$ cat config.mk
export PLATFORM = sky130hd
export DESIGN_NAME = streaming_keyword_lexer
export DESIGN_NICKNAME = d
export VERILOG_FILES = /design/src/design/skl_pkg.sv /design/src/design/skl_scan_core.sv /design/src/design/skl_result_queue.sv /design/src/design/streaming_keyword_lexer.sv
export SDC_FILE = /design/constraint.sdc
export NUM_CORES = 1
export LEC_CHECK = 0
export BUFFER_PORTS_ARGS = -buffer_cell sky130_fd_sc_hd__buf_2
export CAP_MARGIN = 20
export CORE_ASPECT_RATIO = 1.1
export CORE_MARGIN = 5
export CORE_UTILIZATION = 40
export DETAILED_ROUTE_END_ITERATION = 8
export GPL_ROUTABILITY_DRIVEN = 0
export PLACE_DENSITY_LB_ADDON = 0.1
export RECOVER_POWER = 25
export SLEW_MARGIN = 0
export SYNTH_ARGS = -nofsm -noshare
export SYNTH_HDL_FRONTEND = slang
export SYNTH_SLANG_ARGS = --single-unit
$ cat constraint.sdc
create_clock -name aclk -period 4.35 [get_ports aclk]
set_input_delay 0.2175 -clock aclk [delete_from_list [all_inputs] [get_ports aclk]]
set_output_delay 0.2175 -clock aclk [all_outputs]
set_load 0.01 [all_outputs]
$ cat src/design/skl_pkg.sv
// Shared types and constants for the streaming keyword lexer.
// Holds the scan mode enum, token kind codes and the result word layout.
// No dependencies.
`timescale 1ns / 1ps
`default_nettype none

package skl_pkg;

    // Default saturation limit for the running token length.
    localparam int MAX_TOKEN_LEN_DEF = 255;

    // Result queue depth; an item may push two results at once.
    localparam int QUEUE_DEPTH = 4;

    // Field widths of the streaming ports.
    localparam int KIND_W = 5;
    localparam int LEN_W  = 8;

    // Scanner modes.
    typedef enum logic [3:0] {
        MODE_IDLE,
        MODE_ID,
        MODE_ID_F5,
        MODE_ID_LNG,
        MODE_INT,
        MODE_FLT,
        MODE_EQ,
        MODE_BANG,
        MODE_PIPE,
        MODE_AMP,
        MODE_ERR
    } scan_mode_t;

    // Token kind codes.
    localparam logic [KIND_W-1:0] K_IDENT  = 5'd0;
    localparam logic [KIND_W-1:0] K_TFLOAT = 5'd1;
    localparam logic [KIND_W-1:0] K_TINT   = 5'd2;
    localparam logic [KIND_W-1:0] K_IF     = 5'd3;
    localparam logic [KIND_W-1:0] K_GOTO   = 5'd4;
    localparam logic [KIND_W-1:0] K_ASSIGN = 5'd5;
    localparam logic [KIND_W-1:0] K_EQ     = 5'd6;
    localparam logic [KIND_W-1:0] K_NE     = 5'd7;
    localparam logic [KIND_W-1:0] K_OR     = 5'd8;
    localparam logic [KIND_W-1:0] K_AND    = 5'd9;
    localparam logic [KIND_W-1:0] K_ADD    = 5'd10;
    localparam logic [KIND_W-1:0] K_MINUS  = 5'd11;
    localparam logic [KIND_W-1:0] K_MULT   = 5'd12;
    localparam logic [KIND_W-1:0] K_DIV    = 5'd13;
    localparam logic [KIND_W-1:0] K_ILIT   = 5'd14;
    localparam logic [KIND_W-1:0] K_FLIT   = 5'd15;
    localparam logic [KIND_W-1:0] K_SEMI   = 5'd16;
    localparam logic [KIND_W-1:0] K_POPEN  = 5'd17;
    localparam logic [KIND_W-1:0] K_PCLOSE = 5'd18;
    localparam logic [KIND_W-1:0] K_COPEN  = 5'd19;
    localparam logic [KIND_W-1:0] K_CCLOSE = 5'd20;
    localparam logic [KIND_W-1:0] K_ERROR  = 5'd21;
    localparam logic [KIND_W-1:0] K_END    = 5'd22;

    // Keyword spellings packed with the first character in the low byte.
    localparam logic [31:0] KW_IF   = 32'h0000_6669;
    localparam logic [31:0] KW_INT  = 32'h0074_6E69;
    localparam logic [31:0] KW_GOTO = 32'h6F74_6F67;
    localparam logic [31:0] KW_FLOA = 32'h616F_6C66;

    // One result word.
    typedef struct packed {
        logic [KIND_W-1:0] kind;
        logic [LEN_W-1:0]  len;
        logic              last;
    } result_t;

    // Up to two results produced by one step.
    typedef struct packed {
        logic    v0;
        result_t r0;
        logic    v1;
        result_t r1;
    } step_out_t;

endpackage

`default_nettype wire

$ cat src/design/skl_scan_core.sv
// Scanner state and combinational step logic of the keyword lexer.
// Produces up to two results per step; uses skl_pkg.
`timescale 1ns / 1ps
`default_nettype none

module skl_scan_core #(
    parameter int MAX_TOKEN_LEN = skl_pkg::MAX_TOKEN_LEN_DEF
) (
    input  wire logic              aclk,
    input  wire logic              aresetn,
    input  wire logic              step,
    input  wire logic              cmd,
    input  wire logic [7:0]        char_code,
    output skl_pkg::step_out_t     step_out
);
    import skl_pkg::*;

    localparam int RL_W = $clog2(MAX_TOKEN_LEN + 1);
    localparam int OW   = (RL_W > LEN_W) ? RL_W : LEN_W;

    function automatic logic is_alpha(input logic [7:0] c);
        is_alpha = (c >= "A" && c <= "Z") || (c >= "a" && c <= "z");
    endfunction

    function automatic logic is_digit(input logic [7:0] c);
        is_digit = (c >= "0" && c <= "9");
    endfunction

    function automatic logic is_space(input logic [7:0] c);
        is_space = (c == " ") || (c >= 8'h09 && c <= 8'h0D);
    endfunction

    scan_mode_t         mode_reg, mode_next;
    logic [RL_W-1:0]    run_len_reg, run_len_next;
    logic [31:0]        head_reg, head_next;

    // Decode results.
    logic               c_alpha, c_digit, c_dot;
    logic               id_class, extend, pair_hit;
    logic [KIND_W-1:0]  pair_kind;
    logic               close_valid, close_err;
    logic [KIND_W-1:0]  close_kind;
    logic [LEN_W-1:0]   close_len;
    logic               fi_emit;
    logic [KIND_W-1:0]  fi_kind;
    scan_mode_t         fi_mode;
    logic [LEN_W-1:0]   run_len_sat;
    logic [OW-1:0]      run_len_wide;
    logic [KIND_W-1:0]  ident_kind;

    // Output length saturates at the port maximum.
    always_comb begin
        run_len_wide = OW'(run_len_reg);
        run_len_sat  = (run_len_wide > OW'(255)) ? 8'hFF : run_len_wide[LEN_W-1:0];
    end

    // Character classes, keyword match and closing of an open token.
    always_comb begin
        c_alpha  = is_alpha(char_code);
        c_digit  = is_digit(char_code);
        c_dot    = (char_code == ".");
        id_class = (mode_reg == MODE_ID) || (mode_reg == MODE_ID_F5) ||
                   (mode_reg == MODE_ID_LNG);
        extend   = (id_class && c_alpha) ||
                   (((mode_reg == MODE_INT) || (mode_reg == MODE_FLT)) && c_digit) ||
                   ((mode_reg == MODE_INT) && c_dot);

        pair_hit  = 1'b0;
        pair_kind = K_EQ;
        unique case (mode_reg)
            MODE_EQ:   begin pair_hit = (char_code == "="); pair_kind = K_EQ;  end
            MODE_BANG: begin pair_hit = (char_code == "="); pair_kind = K_NE;  end
            MODE_PIPE: begin pair_hit = (char_code == "|"); pair_kind = K_OR;  end
            MODE_AMP:  begin pair_hit = (char_code == "&"); pair_kind = K_AND; end
            default:   ;
        endcase

        // Keywords if, int and goto need the exact spelling held in the short-identifier mode; float has its own mode.
        ident_kind = K_IDENT;
        if (mode_reg == MODE_ID_F5) begin
            ident_kind = K_TFLOAT;
        end else if (mode_reg == MODE_ID) begin
            if (run_len_reg == RL_W'(2) && head_reg == KW_IF) begin
                ident_kind = K_IF;
            end else if (run_len_reg == RL_W'(3) && head_reg == KW_INT) begin
                ident_kind = K_TINT;
            end else if (run_len_reg == RL_W'(4) && head_reg == KW_GOTO) begin
                ident_kind = K_GOTO;
            end
        end

        close_valid = 1'b1;
        close_err   = 1'b0;
        close_kind  = K_IDENT;
        close_len   = run_len_sat;
        unique case (mode_reg)
            MODE_ID, MODE_ID_F5, MODE_ID_LNG: close_kind = ident_kind;
            MODE_INT: close_kind = K_ILIT;
            MODE_FLT: close_kind = K_FLIT;
            MODE_EQ: begin
                close_kind = K_ASSIGN;
                close_len  = 8'd1;
            end
            MODE_BANG, MODE_PIPE, MODE_AMP: begin
                close_kind = K_ERROR;
                close_len  = 8'd1;
                close_err  = 1'b1;
            end
            default: close_valid = 1'b0;
        endcase
    end

    // What a character does when no token is open.
    always_comb begin
        fi_emit = 1'b1;
        fi_kind = K_ERROR;
        fi_mode = MODE_IDLE;
        if (is_space(char_code)) begin
            fi_emit = 1'b0;
        end else if (c_alpha) begin
            fi_emit = 1'b0;
            fi_mode = MODE_ID;
        end else if (c_digit) begin
            fi_emit = 1'b0;
            fi_mode = MODE_INT;
        end else begin
            unique case (char_code)
                "=": begin fi_emit = 1'b0; fi_mode = MODE_EQ;   end
                "!": begin fi_emit = 1'b0; fi_mode = MODE_BANG; end
                "|": begin fi_emit = 1'b0; fi_mode = MODE_PIPE; end
                "&": begin fi_emit = 1'b0; fi_mode = MODE_AMP;  end
                "+": fi_kind = K_ADD;
                "-": fi_kind = K_MINUS;
                "*": fi_kind = K_MULT;
                "/": fi_kind = K_DIV;
                ";": fi_kind = K_SEMI;
                "(": fi_kind = K_POPEN;
                ")": fi_kind = K_PCLOSE;
                "{": fi_kind = K_COPEN;
                "}": fi_kind = K_CCLOSE;
                default: begin
                    fi_kind = K_ERROR;
                    fi_mode = MODE_ERR;
                end
            endcase
        end
    end

    // Next state.
    always_comb begin
        mode_next    = mode_reg;
        run_len_next = run_len_reg;
        head_next    = head_reg;
        if (cmd) begin
            mode_next    = MODE_IDLE;
            run_len_next = '0;
            head_next    = '0;
        end else if (mode_reg == MODE_ERR) begin
            mode_next = MODE_ERR;
        end else if (extend) begin
            if (mode_reg == MODE_ID && run_len_reg == RL_W'(4)) begin
                mode_next = (head_reg == KW_FLOA && char_code == "t") ?
                            MODE_ID_F5 : MODE_ID_LNG;
            end else if (mode_reg == MODE_ID_F5) begin
                mode_next = MODE_ID_LNG;
            end else if (mode_reg == MODE_INT && c_dot) begin
                mode_next = MODE_FLT;
            end
            if (run_len_reg < RL_W'(4)) begin
                head_next = head_reg | (32'(char_code) << {run_len_reg[1:0], 3'b000});
            end
            if (run_len_reg < RL_W'(MAX_TOKEN_LEN)) begin
                run_len_next = run_len_reg + RL_W'(1);
            end
        end else if (pair_hit) begin
            mode_next    = MODE_IDLE;
            run_len_next = '0;
            head_next    = '0;
        end else if (close_err) begin
            mode_next    = MODE_ERR;
            run_len_next = '0;
            head_next    = '0;
        end else begin
            mode_next = fi_mode;
            if (c_alpha || c_digit) begin
                run_len_next = RL_W'(1);
                head_next    = 32'(char_code);
            end else begin
                run_len_next = '0;
                head_next    = '0;
            end
        end
    end

    // Results of this step.
    always_comb begin
        step_out         = '0;
        step_out.r0.kind = K_END;
        step_out.r1.kind = K_END;
        if (cmd) begin
            if (mode_reg != MODE_ERR && close_valid) begin
                step_out.v0      = 1'b1;
                step_out.r0.kind = close_kind;
                step_out.r0.len  = close_len;
                step_out.v1      = 1'b1;
            end else begin
                step_out.v0 = 1'b1;
            end
        end else if (mode_reg == MODE_ERR || extend) begin
            step_out.v0 = 1'b0;
        end else if (pair_hit) begin
            step_out.v0      = 1'b1;
            step_out.r0.kind = pair_kind;
            step_out.r0.len  = 8'd2;
        end else if (close_valid) begin
            step_out.v0      = 1'b1;
            step_out.r0.kind = close_kind;
            step_out.r0.len  = close_len;
            if (!close_err && fi_emit) begin
                step_out.v1      = 1'b1;
                step_out.r1.kind = fi_kind;
                step_out.r1.len  = 8'd1;
            end
        end else if (fi_emit) begin
            step_out.v0      = 1'b1;
            step_out.r0.kind = fi_kind;
            step_out.r0.len  = 8'd1;
        end
        step_out.r0.last = !step_out.v1;
        step_out.r1.last = 1'b1;
    end

    // State registers.
    always_ff @(posedge aclk) begin
        if (!aresetn) begin
            mode_reg    <= MODE_IDLE;
            run_len_reg <= '0;
            head_reg    <= '0;
        end else if (step) begin
            mode_reg    <= mode_next;
            run_len_reg <= run_len_next;
            head_reg    <= head_next;
        end
    end

endmodule

`default_nettype wire

$ cat src/design/skl_result_queue.sv
// Small result queue of the keyword lexer that takes up to two words per cycle.
// Drives the master stream side; uses skl_pkg.
`timescale 1ns / 1ps
`default_nettype none

module skl_result_queue (
    input  wire logic               aclk,
    input  wire logic               aresetn,
    input  wire logic               push,
    input  wire skl_pkg::step_out_t push_data,
    output logic                    room,
    output logic                    out_valid,
    input  wire logic               out_ready,
    output skl_pkg::result_t        out_data
);
    import skl_pkg::*;

    localparam int PTR_W = $clog2(QUEUE_DEPTH);
    localparam int CNT_W = $clog2(QUEUE_DEPTH + 1);

    result_t            entry_reg [QUEUE_DEPTH];
    logic [PTR_W-1:0]   wr_ptr_reg, wr_ptr_next;
    logic [PTR_W-1:0]   rd_ptr_reg, rd_ptr_next;
    logic [CNT_W-1:0]   count_reg, count_next;
    logic               pop;
    logic [CNT_W-1:0]   push_n;

    // Room for a full two-word step.
    assign room      = (count_reg <= CNT_W'(QUEUE_DEPTH - 2));
    assign out_valid = (count_reg != '0);
    assign out_data  = entry_reg[rd_ptr_reg];
    assign pop       = out_valid && out_ready;

    // Pointer and fill count updates.
    always_comb begin
        push_n      = push ? (CNT_W'(push_data.v0) + CNT_W'(push_data.v1)) : '0;
        wr_ptr_next = wr_ptr_reg + PTR_W'(push_n);
        rd_ptr_next = pop ? (rd_ptr_reg + PTR_W'(1)) : rd_ptr_reg;
        count_next  = count_reg + push_n - CNT_W'(pop);
    end

    always_ff @(posedge aclk) begin
        if (!aresetn) begin
            wr_ptr_reg <= '0;
            rd_ptr_reg <= '0;
            count_reg  <= '0;
        end else begin
            wr_ptr_reg <= wr_ptr_next;
            rd_ptr_reg <= rd_ptr_next;
            count_reg  <= count_next;
        end
    end

    // Word storage; the second word of a step goes to the following slot.
    always_ff @(posedge aclk) begin
        if (push && push_data.v0) begin
            entry_reg[wr_ptr_reg] <= push_data.r0;
        end
        if (push && push_data.v1) begin
            entry_reg[wr_ptr_reg + PTR_W'(1)] <= push_data.r1;
        end
    end

endmodule

`default_nettype wire

$ cat src/design/streaming_keyword_lexer.sv
// Top level of the streaming keyword lexer: input register, scanner, result queue.
// Depends on skl_pkg, skl_scan_core and skl_result_queue.
//
//  Channel | Dir | tdata                            | tuser    | tlast
//  s_      | in  | [7:0] char_code                  | [0] cmd  | -
//  m_      | out | [4:0] token_kind, [12:5] length  | -        | last_of_run
//
// A character is taken into the input register and scanned once the queue has
// room for a full step; its results are registered into the queue, from which
// they leave in order on the master side.
// One word is accepted per cycle while the queue has room; a word that closes
// one token and emits another gives two results for the single-word master port.
// Reset clears the scan state and empties the queue; stalls on the master side
// back up through the queue to s_tready.
`timescale 1ns / 1ps
`default_nettype none

module streaming_keyword_lexer #(
    parameter int MAX_TOKEN_LEN = skl_pkg::MAX_TOKEN_LEN_DEF
) (
    input  wire logic        aclk,
    input  wire logic        aresetn,
    input  wire logic        s_tvalid,
    output logic             s_tready,
    input  wire logic [7:0]  s_tdata,    // [7:0] char_code
    input  wire logic [0:0]  s_tuser,    // [0] cmd
    output logic             m_tvalid,
    input  wire logic        m_tready,
    output logic [15:0]      m_tdata,    // [4:0] token_kind, [12:5] token_length
    output logic             m_tlast
);
    import skl_pkg::*;

    logic        in_valid_reg, in_valid_next;
    logic        cmd_reg;
    logic [7:0]  char_reg;
    logic        advance;
    logic        room;
    logic        s_accept;
    step_out_t   step_out;
    result_t     out_word;

    // Input register: refills in the same cycle that it hands over.
    assign advance  = in_valid_reg && room;
    assign s_tready = !in_valid_reg || advance;
    assign s_accept = s_tvalid && s_tready;

    always_comb begin
        if (s_accept) begin
            in_valid_next = 1'b1;
        end else if (advance) begin
            in_valid_next = 1'b0;
        end else begin
            in_valid_next = in_valid_reg;
        end
    end

    always_ff @(posedge aclk) begin
        if (!aresetn) begin
            in_valid_reg <= 1'b0;
        end else begin
            in_valid_reg <= in_valid_next;
        end
    end

    always_ff @(posedge aclk) begin
        if (s_accept) begin
            cmd_reg  <= s_tuser[0];
            char_reg <= s_tdata;
        end
    end

    // Scanner step.
    skl_scan_core #(
        .MAX_TOKEN_LEN (MAX_TOKEN_LEN)
    ) u_core (
        .aclk      (aclk),
        .aresetn   (aresetn),
        .step      (advance),
        .cmd       (cmd_reg),
        .char_code (char_reg),
        .step_out  (step_out)
    );

    // Result queue toward the master side.
    skl_result_queue u_queue (
        .aclk      (aclk),
        .aresetn   (aresetn),
        .push      (advance),
        .push_data (step_out),
        .room      (room),
        .out_valid (m_tvalid),
        .out_ready (m_tready),
        .out_data  (out_word)
    );

    assign m_tdata = {3'b000, out_word.len, out_word.kind};
    assign m_tlast = out_word.last;

endmodule

`default_nettype wire
Word level (Yosys, flattened, before mapping)
Memories as Yosys holds them, arrays and structs flattened. A register that Yosys moved wholly into a read port is not among the register bits.
Index checks and enable logic that the tools add are counted.
{ "word_totals": {"ramBits": 56, "register_bits": 61, "memories": 1, "inputBits": 13, "output_inout_bits": 19, "wordCells": 183} }
{ "classes": {"n_lt_le_gt_ge": 12, "n_reduce_logical": 44, "n_mux": 70, "n_eq_ne": 38, "n_addsub": 7, "bitwise_logic": 1, "n_shift": 1} }
{ "memory_table": {"columns": ["memory", "words", "word_bits", "read_ports", "rd_clocked_by_memory_dff", "wr", "line_no", "source"], "rows": [
  ["u_queue.entry_reg", 4, 14, 1, 1, 2, "skl_result_queue.sv:21", "result_t entry_reg [QUEUE_DEPTH];"]
]} }
{ "op_table": {"columns": ["operator", "count"], "rows": [
  ["32-bit two-way mux", 6],
  ["14-bit two-way mux", 8],
  ["8-bit by 6-bit equality test with 1-bit output, second input constant", 12],
  ["8-bit two-way mux", 9],
  ["32-bit by 31-bit equality test with 1-bit output, second input constant", 2],
  ["5-bit case mux with 9 select lines", 1],
  ["4-bit two-way mux", 11],
  ["13-bit two-way mux", 3],
  ["5-bit two-way mux", 7],
  ["32-bit by 15-bit equality test with 1-bit output, second input constant", 1],
  ["32-bit by 23-bit equality test with 1-bit output, second input constant", 1],
  ["8-bit by 7-bit equality test with 1-bit output, second input constant", 4],
  ["32-bit OR", 1],
  ["8-bit by 5-bit << shifter with 32-bit output", 1],
  ["5-bit case mux with 5 select lines", 1],
  ["4-bit case mux with 5 select lines", 1],
  ["1-bit logical AND", 19],
  ["9-bit OR reduction", 2],
  ["1-bit two-way mux", 17],
  ["4-bit by 3-bit equality test with 1-bit output, second input constant", 4],
  ["8-bit by 2-bit equality test with 1-bit output, second input constant", 2],
  ["8-bit by 7-bit >= comparator with 1-bit output, second input constant", 2],
  ["8-bit by 7-bit less-or-equal comparator with 1-bit output, second input constant", 2],
  ["4-bit equality test, second input constant", 3],
  ["other kinds (34)", 53]
]} }

Depth between registers and ports, before layout
Gate-level depths: netlist of run 1.
{ "depth": {"ltp_word": 16, "ltp_mapped": 17, "mapped_depth_nobuf": 14} }

Hierarchy
From an unflattened synthesis of run 1, not the netlist that was laid out.
{ "unflattened": {"hier_cells": 626, "area_unflattened_um2": 6746.5} }
{ "modules_own_cells": {"columns": ["module", "cells_per_inst", "seq_area_each_um2", "area_each_um2", "n_inst"], "rows": [
  ["skl_result_queue", 191, 1861.8, 3243.1, 1],
  ["skl_scan_core", 416, 880.8, 3141.8, 1],
  ["streaming_keyword_lexer", 19, 290.3, 361.6, 1]
]} }

Worst setup path before layout of run 1
Ideal clock, no wire load.
{ "synth_timing": {"path_kind": "register to register", "start": "register char_reg[7]", "end": "register u_queue.count_reg[2]", "period_less_slack_ns": 3.368, "arrival_time_ns": 3.241, "path_stages_with_launch": 15, "t_required_ns": 4.222, "setup_ns": 0.128, "setup_slack_ns": 0.982, "n_path_buf": 1, "path_cell_list": "edfxtp_1 > or3_1 > or4_1 > o31ai_1 > nor4_2 > buf_6 > a41oi_4 > inv_1 > ha_1 > and3_1 > ha_1 > fa_1 > xor2_1 > xnor2_1 > nor2_1"} }
{ "synth_via": {"elab_chain_len": 16, "word_cells_on_any_way": 47, "cone_classes": "add/sub: 3; order compare: 8; eq/ne: 6; mux: 16; reduce/logical: 14"} }
{ "synth_rtl": {"columns": ["element", "line_no", "source"], "rows": [
  ["start, declared", "streaming_keyword_lexer.sv:36", "logic [7:0] char_reg;"],
  ["start signal, assigned", "streaming_keyword_lexer.sv:69", "char_reg <= s_tdata;"],
  ["parallel branches: the longest is 12 deep, another holds 8-bit by 6-bit >= comparator with 1-bit output", null, null],
  ["1-bit by 1-bit adder with 2-bit output *", "skl_result_queue.sv:36", "push_n = push ? (CNT_W'(push_data.v0) + CNT_W'(push_data.v1)) : '0;"],
  ["3-bit two-way mux *", "skl_result_queue.sv:36", null],
  ["3-bit adder *", "skl_result_queue.sv:39", "count_next = count_reg + push_n - CNT_W'(pop);"],
  ["3-bit by 1-bit subtractor with 3-bit output *", "skl_result_queue.sv:39", null],
  ["end signal, assigned", "skl_result_queue.sv:50", "count_reg <= count_next;"],
  ["end, declared", "skl_result_queue.sv:24", "logic [CNT_W-1:0] count_reg, count_next;"]
]} }
Every way passes the cells marked *.
A chain may end at the register's enable or synchronous reset.

Final worst setup path of run 1
{ "layout_timing": {"start": "register char_reg[4]", "end": "register u_queue.count_reg[2]"} }
Same word-level chain as after synthesis.

==> results of run 1 <==
-- cell families (layout without fill, tap and decap cells) --
family                     count (synthesis)  count (layout)  synth area share, %
and+or+nand+nor                          226             226                 20.2
muxes                                     15              15                 5.21
buffers and inverters                     76             109                 5.63
AOI/OAI and AO/OA                        188             188                 22.0
adders and majority gates                  9               9                 1.92
other                                      1               3               0.0601
DFF                                      119             119                 43.5
xor gates and xnor gates                  11              11                 1.54
-- layer usage --
layer / up-vias / share of wire [%]
li1: 2501 / -
met1: 2521 / 45
met2: 127 / 49
met3: 22 / 3.4
met4: 0 / 2.1
met5: - / 0
-- power groups by stage --
stage | clock network (mW) | registers [mW] | logic [mW]
after floorplan | 0 | 1.27 | 0.522
after global placement | 0 | 1.34 | 0.619
after detailed placement | 0 | 1.35 | 0.629
after CTS | 1.37 | 1.33 | 0.636
after global routing | 1.43 | 1.31 | 0.749
final | 1.34 | 1.30 | 0.674
-- cell type report --
class	count	area [um2]	share of cell area [%]
Tap cell	200	250	3.50
Timing Repair Buffer	53	350	4.90
Multi-Input combinational cell	452	3180	44.5
Clock inverter	11	97.6	1.36
Inverter	25	93.8	1.31
Clock buffer	20	468	6.54
Sequential cell	119	2710	37.9
-- cells in the final DEF (no fill, tap or decap), types with 5 or more instances in the layout --
| master | count |
|---|---|
| o22ai_1 | 28 |
| o21ai_0 | 32 |
| dfxtp_1 | 86 |
| nor2b_1 | 5 |
| nand2b_1 | 5 |
| edfxtp_1 | 33 |
| buf_2 | 12 |
| nor4_1 | 11 |
| clkbuf_16 | 18 |
| a32o_1 | 10 |
| inv_1 | 20 |
| and2_1 | 12 |
| o21ai_1 | 15 |
| nand4_1 | 12 |
| o2bb2ai_1 | 28 |
| nand4b_1 | 8 |
| buf_4 | 15 |
| xnor2_1 | 9 |
| o21a_1 | 13 |
| nand2_1 | 60 |
| nor2_1 | 36 |
| a21oi_1 | 16 |
| nand3b_1 | 7 |
| nand3_1 | 15 |
| or3_1 | 5 |
| dlygate4sd3_1 | 9 |
| ha_1 | 8 |
| a31oi_1 | 6 |
| inv_2 | 5 |
| mux4_2 | 14 |
| nor4b_1 | 5 |
| clkbuf_1 | 17 |
| nor3_1 | 12 |
-- what timing repair did --
| item | 4_1_cts | 5_1_grt |
|---|---|---|
| setup buffers | 0 | 0 |
| hold buffers | 9 | 0 |
| endpoints found under the setup margin | 0 | 0 |
| hold endpoints to repair | 9 | 0 |
-- critical path, delay by kind of cell, from the launching register on --
family	cells	cell delay (ns)
AO/OA/AOI/OAI	3	0.84
XOR/XNOR	2	0.32
adder cells (fa/ha/maj)	3	0.84
buffers and inverters	1	0.08
flip-flops	1	0.54
AND/OR/NAND/NOR	4	1.14
-- path summary, 6_finish.rpt --
kind / endpoint / slack (ns) / cells past startpoint
hold reg to reg: u_core.head_reg[28]$_SDFFE_PN0P_ / 0.45 / 2
setup reg to reg: u_queue.count_reg[2]$_SDFF_PN0_ / 0.46 / 13
hold / removal: in_valid_reg$_SDFFE_PN0P_ / 0.04 / 3
setup / recovery: u_queue.count_reg[2]$_SDFF_PN0_ / 0.46 / 13
-- metrics by stage --
| stage | utilization [%] | cell area (um2) | worst slack (ns) |
|---|---|---|---|
| 6_report | 46.2 | 7150 | 0.459 |
| 3_5_place_dp | 41.9 | 6490 | 0.466 |
| 2_1_floorplan | - | 6250 | 0.982 |
| 5_1_grt | 46.2 | 7150 | 0.153 |
| 4_1_cts | 46.1 | 7150 | 0.450 |
| 3_3_place_gp | 41.9 | 6490 | 0.530 |
-- cells in the mapped netlist, types with 3 or more instances --
library cell | n | area share [%]
dfxtp_1 | 86 | 28
nand2_1 | 60 | 3.6
nor2_1 | 36 | 2.2
edfxtp_1 | 33 | 16
o21ai_0 | 32 | 2.6
o22ai_1 | 28 | 2.8
o2bb2ai_1 | 28 | 3.9
buf_2 | 20 | 1.6
inv_1 | 20 | 1.2
clkbuf_1 | 19 | 1.1
a21oi_1 | 15 | 1.2
nand3_1 | 15 | 1.2
o21ai_1 | 15 | 1.2
and2_1 | 14 | 1.4
mux4_2 | 14 | 5.1
o21a_1 | 13 | 1.6
nand4_1 | 12 | 1.2
nor3_1 | 12 | 0.96
nor4_1 | 11 | 1.1
a32o_1 | 10 | 1.6
xnor2_1 | 9 | 1.3
ha_1 | 8 | 1.6
nand4b_1 | 8 | 1.1
nand3b_1 | 7 | 0.84
a31oi_1 | 6 | 0.60
buf_4 | 5 | 0.60
inv_2 | 5 | 0.30
nand2b_1 | 5 | 0.50
nor2b_1 | 5 | 0.50
nor4b_1 | 5 | 0.70
or3_1 | 5 | 0.50
buf_1 | 4 | 0.24
nor3b_1 | 4 | 0.48
nor4bb_1 | 4 | 0.64
o31ai_1 | 4 | 0.48
o41ai_1 | 4 | 0.56
a21boi_2 | 3 | 0.54
a21o_1 | 3 | 0.36
a21oi_2 | 3 | 0.42
and3_1 | 3 | 0.30
and3b_1 | 3 | 0.42
and4b_1 | 3 | 0.48
buf_6 | 3 | 0.54
or4_1 | 3 | 0.36
==> flow_results.org, run 1 <==
** Setup path
- For the worst setup path, the data required time is ~4.6 ns.
- Traced cell by cell, the critical path runs through or4b_1, nor2_2, a31oi_1, o21a_1, a41oi_4, inv_1, ha_1, and3_1, ha_1, fa_1, xor2_1, xnor2_1, nor2_1.
- In this run the worst path has a maximum fanout of 12.
- Critical path origin :: char_reg[4]$_DFFE_PP_
- In this design, the critical path's most frequently occurring cell is ha_1.
- The worst setup path is launched from a flip-flop.
- The largest single stage delay on the critical path is between 0.7 and 0.8 ns.
- Startpoint of the lowest-slack register-to-register path :: char_reg[4]$_DFFE_PP_
- Worst setup EP type :: flip-flop
- Category of the most critical setup path :: flip-flop to flip-flop
- The slowest stage of the critical path is the or4b_1 cell.
- Data on the critical path arrives at its endpoint at 4.18 ns.

** Finish
- Fill cells in the final layout number ~1500.
- Layout overhead on the synthesized area :: 14.6%
- For this run, the post-layout net count is between 600 and 700.
- Diodes inserted :: 0
- Cells with a size suffix above 1 make up approximately 14% of the layout.
- Final cell count without fillers :: 880
- The register with the most flip-flops in the layout has 56 of them.

** Global routing
- For met3 alone, demand over resource in global routing was 4.70%.
- Final global-route overflow total :: 0
- For this run, the total global-route usage over all layers was measured as about 20%.
- In the global route stage, met1 resource usage came out at around 25%.
- Met2 layer usage reported by global route :: between 30% and 40%
- Global-route wire length before repair :: about 28000 um
- The number of global-route vias before repair is 5049.
- Number of antenna violations at the first check in global routing :: 0
- The global routing stage identified its most utilized layer as met2.
- Maximum number of pins on one net before global-route repair :: 24

** Clock tree
- Clock slew seen by the registers of the worst setup and hold paths :: 0.05 ns
- The clock passes through at most 2 buffers.
- For the worst-skew pair, the clock arrives at the later sink with an insertion delay of around 0.42 ns.
- Number of resized instances in the post-cts repair step :: 0
- The clock drives roughly 120 sinks.
- The tree is rooted in a clkbuf_16.
- TritonCTS built the clock tree.
- Clock tree synthesis inserted a total of 17 buffers.
- H-Tree Level Count :: 4

** Run status
- The run finished with clean final reports.

** Drt
- The detailed router finished its first iteration with around 420 violations.
- Number of vias after detailed routing :: roughly 5200
- In the final routed layout, each cell accounts on average for between 15 and 20 um.
- Remaining antenna violation count :: 0
- Via density per instance :: just under 6
- In the routed design, unresolved DRC markers number 0.
- Total length of routed wires :: around 17000 um
- Total iterations of the first detailed-routing run :: 5

** Pwr
- Switching Power :: 0.976 mW
- Int Power :: 2.33 mW
- Clk pwr share :: between 40% and 50%
- Pleak :: about 2.4 nW
- Reg power frac :: 39.2%
- Combinational logic is responsible for approximately a fifth of the overall power.
- Switching fraction of total power :: 29.5%
- The worst-case IR drop observed on VDD is between 0.0003 and 0.0004 V.
- After layout, the design draws a total of about 3.3 mW.
- Total power divided by cell area :: 462 nW/um2

** Flow run
- Max-cap violations in this run came to 0.

** Floorplan
- In this run the core area contains 48 standard-cell rows.
- The die is 129 um wide.
- Area of the core region :: roughly 15000 um2
- Initial Util :: 40.3%
- In this run the count of I/O pins placed on the die edge is 32.
- Die Outline Area :: roughly 18000 um2
- Die height :: 141 um

** Synth
- Most used DFF post-synth :: dfxtp_1
- Number of enable-type register cells in the synthesized netlist :: 33
- Synthesized instance count :: 645
- After synthesis, flip-flops and latches occupy ~43% of the total area.
- After synthesis, the share of flip-flops with an asynchronous set or reset is 0%.
- Number of storage elements in the synthesis netlist :: around 120
- A synthesized cell averages just under 10 um2.
- Number of library cell types mapped by synthesis :: between 70 and 80
- For this run, the number of Yosys warnings is 0.
- Post-synth design cell area :: approximately 6200 um2

** STA
- The worst pin sits at a relative slew slack of approximately 50%.
- The clock arrives with about 0.011 ns of skew.
- Max Fclk :: 257 MHz
- Min Hold Slack :: ~0.044 ns
- The final critical path takes up about nine tenths of the cycle.
- RSZ-0062 raised after global routing :: false
- Setup violations remaining at the end of the flow were counted as 0.
- Fin Setup TNS :: 0 ns
- Period minus WS final :: between 3 and 4 ns
- At the pin with the least slew margin, the transition time is approximately 0.75 ns.
- The number of hold violations in the final report came to 0.
- The count of pins over their slew limit came to 0.

** Placement
- Count of input and output buffers :: 28
- Instance count after placement with tap cells included :: between 800 and 900
- The HPWL after detailed placement is around 12000 um.

** Worst hold path
- Classification of the worst-slack hold path :: primary input to flip-flop
- Worst Min Path Start :: s_tvalid
No activity file was read; power rests on OpenSTA's default activity.
==> run 2: changes to the inputs <==
--- a/config.mk
+++ b/config.mk
@@ -8,7 +8,6 @@
 export BUFFER_PORTS_ARGS = -buffer_cell sky130_fd_sc_hd__buf_2
 export CAP_MARGIN = 20
 export CORE_ASPECT_RATIO = 1.1
-export CORE_MARGIN = 5
 export CORE_UTILIZATION = 40
 export DETAILED_ROUTE_END_ITERATION = 8
 export GPL_ROUTABILITY_DRIVEN = 0
==> run 2 against run 1 <==
Against the previous run: clock power is essentially flat; maximum frequency up 0.51%; first-iteration DRC count fell by 16%; global-route usage rose by 2.4 points; sequential power barely moved; clock skew shrank 0.0024 ns; routed wire length decreased by 2.2%; largest cell class unchanged.
==> flow_results.org, run 2 (synthesized netlist as in run 1, its figures left out) <==
** Run status
- Outcome: finished, final reports clean (unchanged).

** Setup path
- The reg-to-reg endpoint was u_queue.count_reg[2]$_SDFF_PN0_ (unchanged).
- The start of the worst register-to-register path was char_reg[4]$_DFFE_PP_ (unchanged).
- Data required, critical path :: 4.65 ns (was 4.64 ns)
- Maximum fanout encountered on the critical timing path :: 12 (unchanged)
- Category of the most critical setup path :: flip-flop to flip-flop (unchanged)
- Critical path depth :: 13 (unchanged)
- Reg2reg setup slack :: 0.48 ns (was 0.46 ns)
- Cell chain of the critical path: or4b_1, nor2_2, a31oi_1, o21a_1, a41oi_4, inv_1, ha_1, and3_1, ha_1, fa_1, xor2_1, xnor2_1, nor2_1 (unchanged).
- Cell family contributing the most delay on the critical path :: simple AND/OR/NAND/NOR gates (unchanged)
- The most used cell along the critical path is ha_1 (unchanged).
- Cell count of the worst reg-to-reg path :: 13 (unchanged)
- Buffers & Inverters on Critical Path :: 1 (unchanged)
- The peak per-stage delay on the critical path was 0.73 ns (was 0.75 ns).
- The data arrival time of the critical path is 4.17 ns (was 4.18 ns).
- Worst setup EP type :: flip-flop (unchanged)
- Critical path origin :: char_reg[4]$_DFFE_PP_ (unchanged)
- Critical Path Sink :: u_queue.count_reg[2]$_SDFF_PN0_ (unchanged)
- Crit path launch type :: flip-flop (unchanged)
- Cell with the largest stage delay on the worst path :: or4b_1 (unchanged)

** Drt
- The first-pass detailed-route iteration total came to 5 (unchanged).
- The initial detailed-routing violation count is 350 (was 418).
- The total wirelength of the detailed-routed design is 16400 um (was 16800 um).
- The final routed wire length divided by cell count is 18.7 um (was 19.0 um).
- The ratio of routed vias to standard cells was 5.85 (was 5.88).
- Number of remaining DRC errors :: 0 (unchanged)
- Remaining antenna violation count :: 0 (unchanged)
- Number of vias after detailed routing :: 5123 (was 5171)

** Floorplan
- The area of the die was 16100 um2 (was 18200 um2).
- The floorplan die width came to 121 um (was 129 um).
- Total number of placement rows :: 47 (was 48)
- The total I/O pin count is 32 (unchanged).
- The starting density of the core came to 41.1% (was 40.3%).
- The total core area is 15200 um2 (was 15500 um2).
- The vertical die dimension is 133 um (was 141 um).

** Clock tree
- Num Clock Sinks :: 119 (unchanged)
- Clock slew seen by the registers of the worst setup and hold paths :: 0.06 ns (was 0.05 ns)
- Number of resized instances in the post-cts repair step :: 0 (unchanged)
- The buffer cell driving the clock tree root is clkbuf_16 (unchanged).
- The maximum count of clock buffers along a single path is 2 (unchanged).
- The clock tree from TritonCTS is built (unchanged).
- Cts hold-fix bufs :: 9 (unchanged)
- # Post-CTS Setup Buffers :: 0 (unchanged)
- The later-pin clock latency in the skew report was 0.42 ns (about the same).
- The H-tree depth came to 4 (unchanged).
- Inserted Clock Buffers :: 17 (unchanged)

** Finish
- Share of cells above drive strength 1 :: 14.3% (was 14.1%)
- Flip-flop count of the largest register, all copies and words added :: 56 (unchanged)
- Top library cells by usage in the layout, fill and taps aside :: 86 x dfxtp_1, 60 x nand2_1, 36 x nor2_1 (unchanged)
- Layout overhead on the synthesized area :: 14.0% (was 14.6%)
- Diodes inserted :: 0 (unchanged)
- Commonest non-fill, non-tap cell in the layout :: dfxtp_1 (unchanged)
- The post-layout net count was 689 (was 690).
- The final standard cell area without fillers was 7120 um2 (was 7150 um2).

** STA
- The post-layout worst setup margin was 0.479 ns (was 0.459 ns).
- The minimum clock period after layout came to 3.87 ns (was 3.89 ns).
- The number of hold violations in the final report is 0 (unchanged).
- Worst slew margin relative to its limit :: 6.99% (was 49.6%)
- The final worst hold slack was 0.0446 ns (was 0.0444 ns).
- The number of setup violations in the final report was 0 (unchanged).
- Final worst path period share :: 89.0% (was 89.4%)
- Clock Skews :: 0.00884 ns (was 0.0112 ns)
- The measured slew at the worst slew-check pin came to 1.38 ns (was 0.755 ns).
- RSZ-0062 raised after global routing: false (unchanged).
- The maximum frequency from static timing analysis is 258 MHz (was 257 MHz).
- The count of pins over their slew limit came to 0 (unchanged).
- The final setup TNS came to 0 ns (unchanged).

** Flow run
- The number of max-cap violations was 0 (unchanged).

** Global routing
- The met1 capacity usage during global routing was 28.9% (was 25.3%).
- Met2 layer usage reported by global route :: 34.2% (was 31.8%)
- The global-route wire length before repair was 26800 um (was 27800 um).
- Vias in the first global route :: 4915 (was 5049)
- The most heavily used metal layer in global routing is met2 (unchanged).
- The total overflow reported by the global router came to 0 (unchanged).
- The number of antenna violations at the first check in global routing is 0 (unchanged).
- The global-route total usage across every layer was 21.9% (was 19.5%).
- The maximum number of pins on one net before global-route repair was 25 (was 24).
- The global-route track usage on met3 is 4.14% (was 4.70%).

** Worst hold path
- Classification of the worst-slack hold path :: primary input to flip-flop (unchanged)

** Placement
- Count of input and output buffers :: 28 (unchanged)
- The placed wire-length estimate after detailed placement was 11900 um (was 12100 um).
- Post-Place Cell Area :: 6490 um2 (about the same)
- The post-placement setup slack came to 0.509 ns (was 0.466 ns).

** Pwr
- Total power divided by cell area :: 459 nW/um2 (was 462 nW/um2)
- The cell leakage power is 2.43 nW (about the same).
- Max IR drop VDD :: 0.000289 V (was 0.000323 V)
==> run 2: cell types whose count changed in the layout (fill, tap and decap cells not counted), sizes merged <==
cell	delta
inv	+4
clkbuf	-2
buf	-1
clkinvlp	-2
==> run 2: area by class of cell <==
cell class / instances / area [um2]
Fill cell: 1446 / 8060
Multi-Input combinational cell: 452 / 3180
Sequential cell: 119 / 2710
Clock buffer: 18 / 439
Timing Repair Buffer: 52 / 323
Tap cell: 196 / 245
Clock inverter: 13 / 119
Inverter: 25 / 93.8
==> run 2: stage by stage <==
step / total power, mW / util, % / std cells
floorplan: 1.80 / - / 647
global placement: 1.96 / 42.8 / 835
detailed placement: 1.97 / 42.8 / 835
CTS: 3.31 / 47.0 / 875
global route: 3.43 / 46.9 / 875
finish: 3.27 / 46.9 / 875
==> run 2: power breakdown <==
group / internal, mW / total, mW / switching (mW)
combinational: 0.260 / 0.622 / 0.362
sequential: 1.22 / 1.32 / 0.0966
clock: 0.802 / 1.33 / 0.527
total: 2.28 / 3.27 / 0.985
==> run 2: worst min path at each step <==
stage | depth (start not counted) | to | start | slack (ns)
after global routing | 3 | in_valid_reg$_SDFFE_PN0P_ | s_tvalid | 0.04
after detailed placement | 1 | char_reg[1]$_DFFE_PP_ | s_tdata[1] | 0.40
after global placement | 1 | char_reg[1]$_DFFE_PP_ | s_tdata[1] | 0.39
after floorplan | 0 | char_reg[0]$_DFFE_PP_ | s_tdata[0] | 0.32
after CTS | 3 | in_valid_reg$_SDFFE_PN0P_ | s_tvalid | 0.03
final | 3 | in_valid_reg$_SDFFE_PN0P_ | s_tvalid | 0.04
==> run 2: routing by layer <==
metal / wire length [um] / share of wire (%)
met2: 7780 / 47
met3: 707 / 4.3
met1: 7380 / 45
met5: 0 / 0
met4: 513 / 3.1
==> run 2: tightest hold or removal path, cell delays in order <==
cell and delay, ns:
buf_2 0.11, inv_1 0.04, a21oi_1 0.05
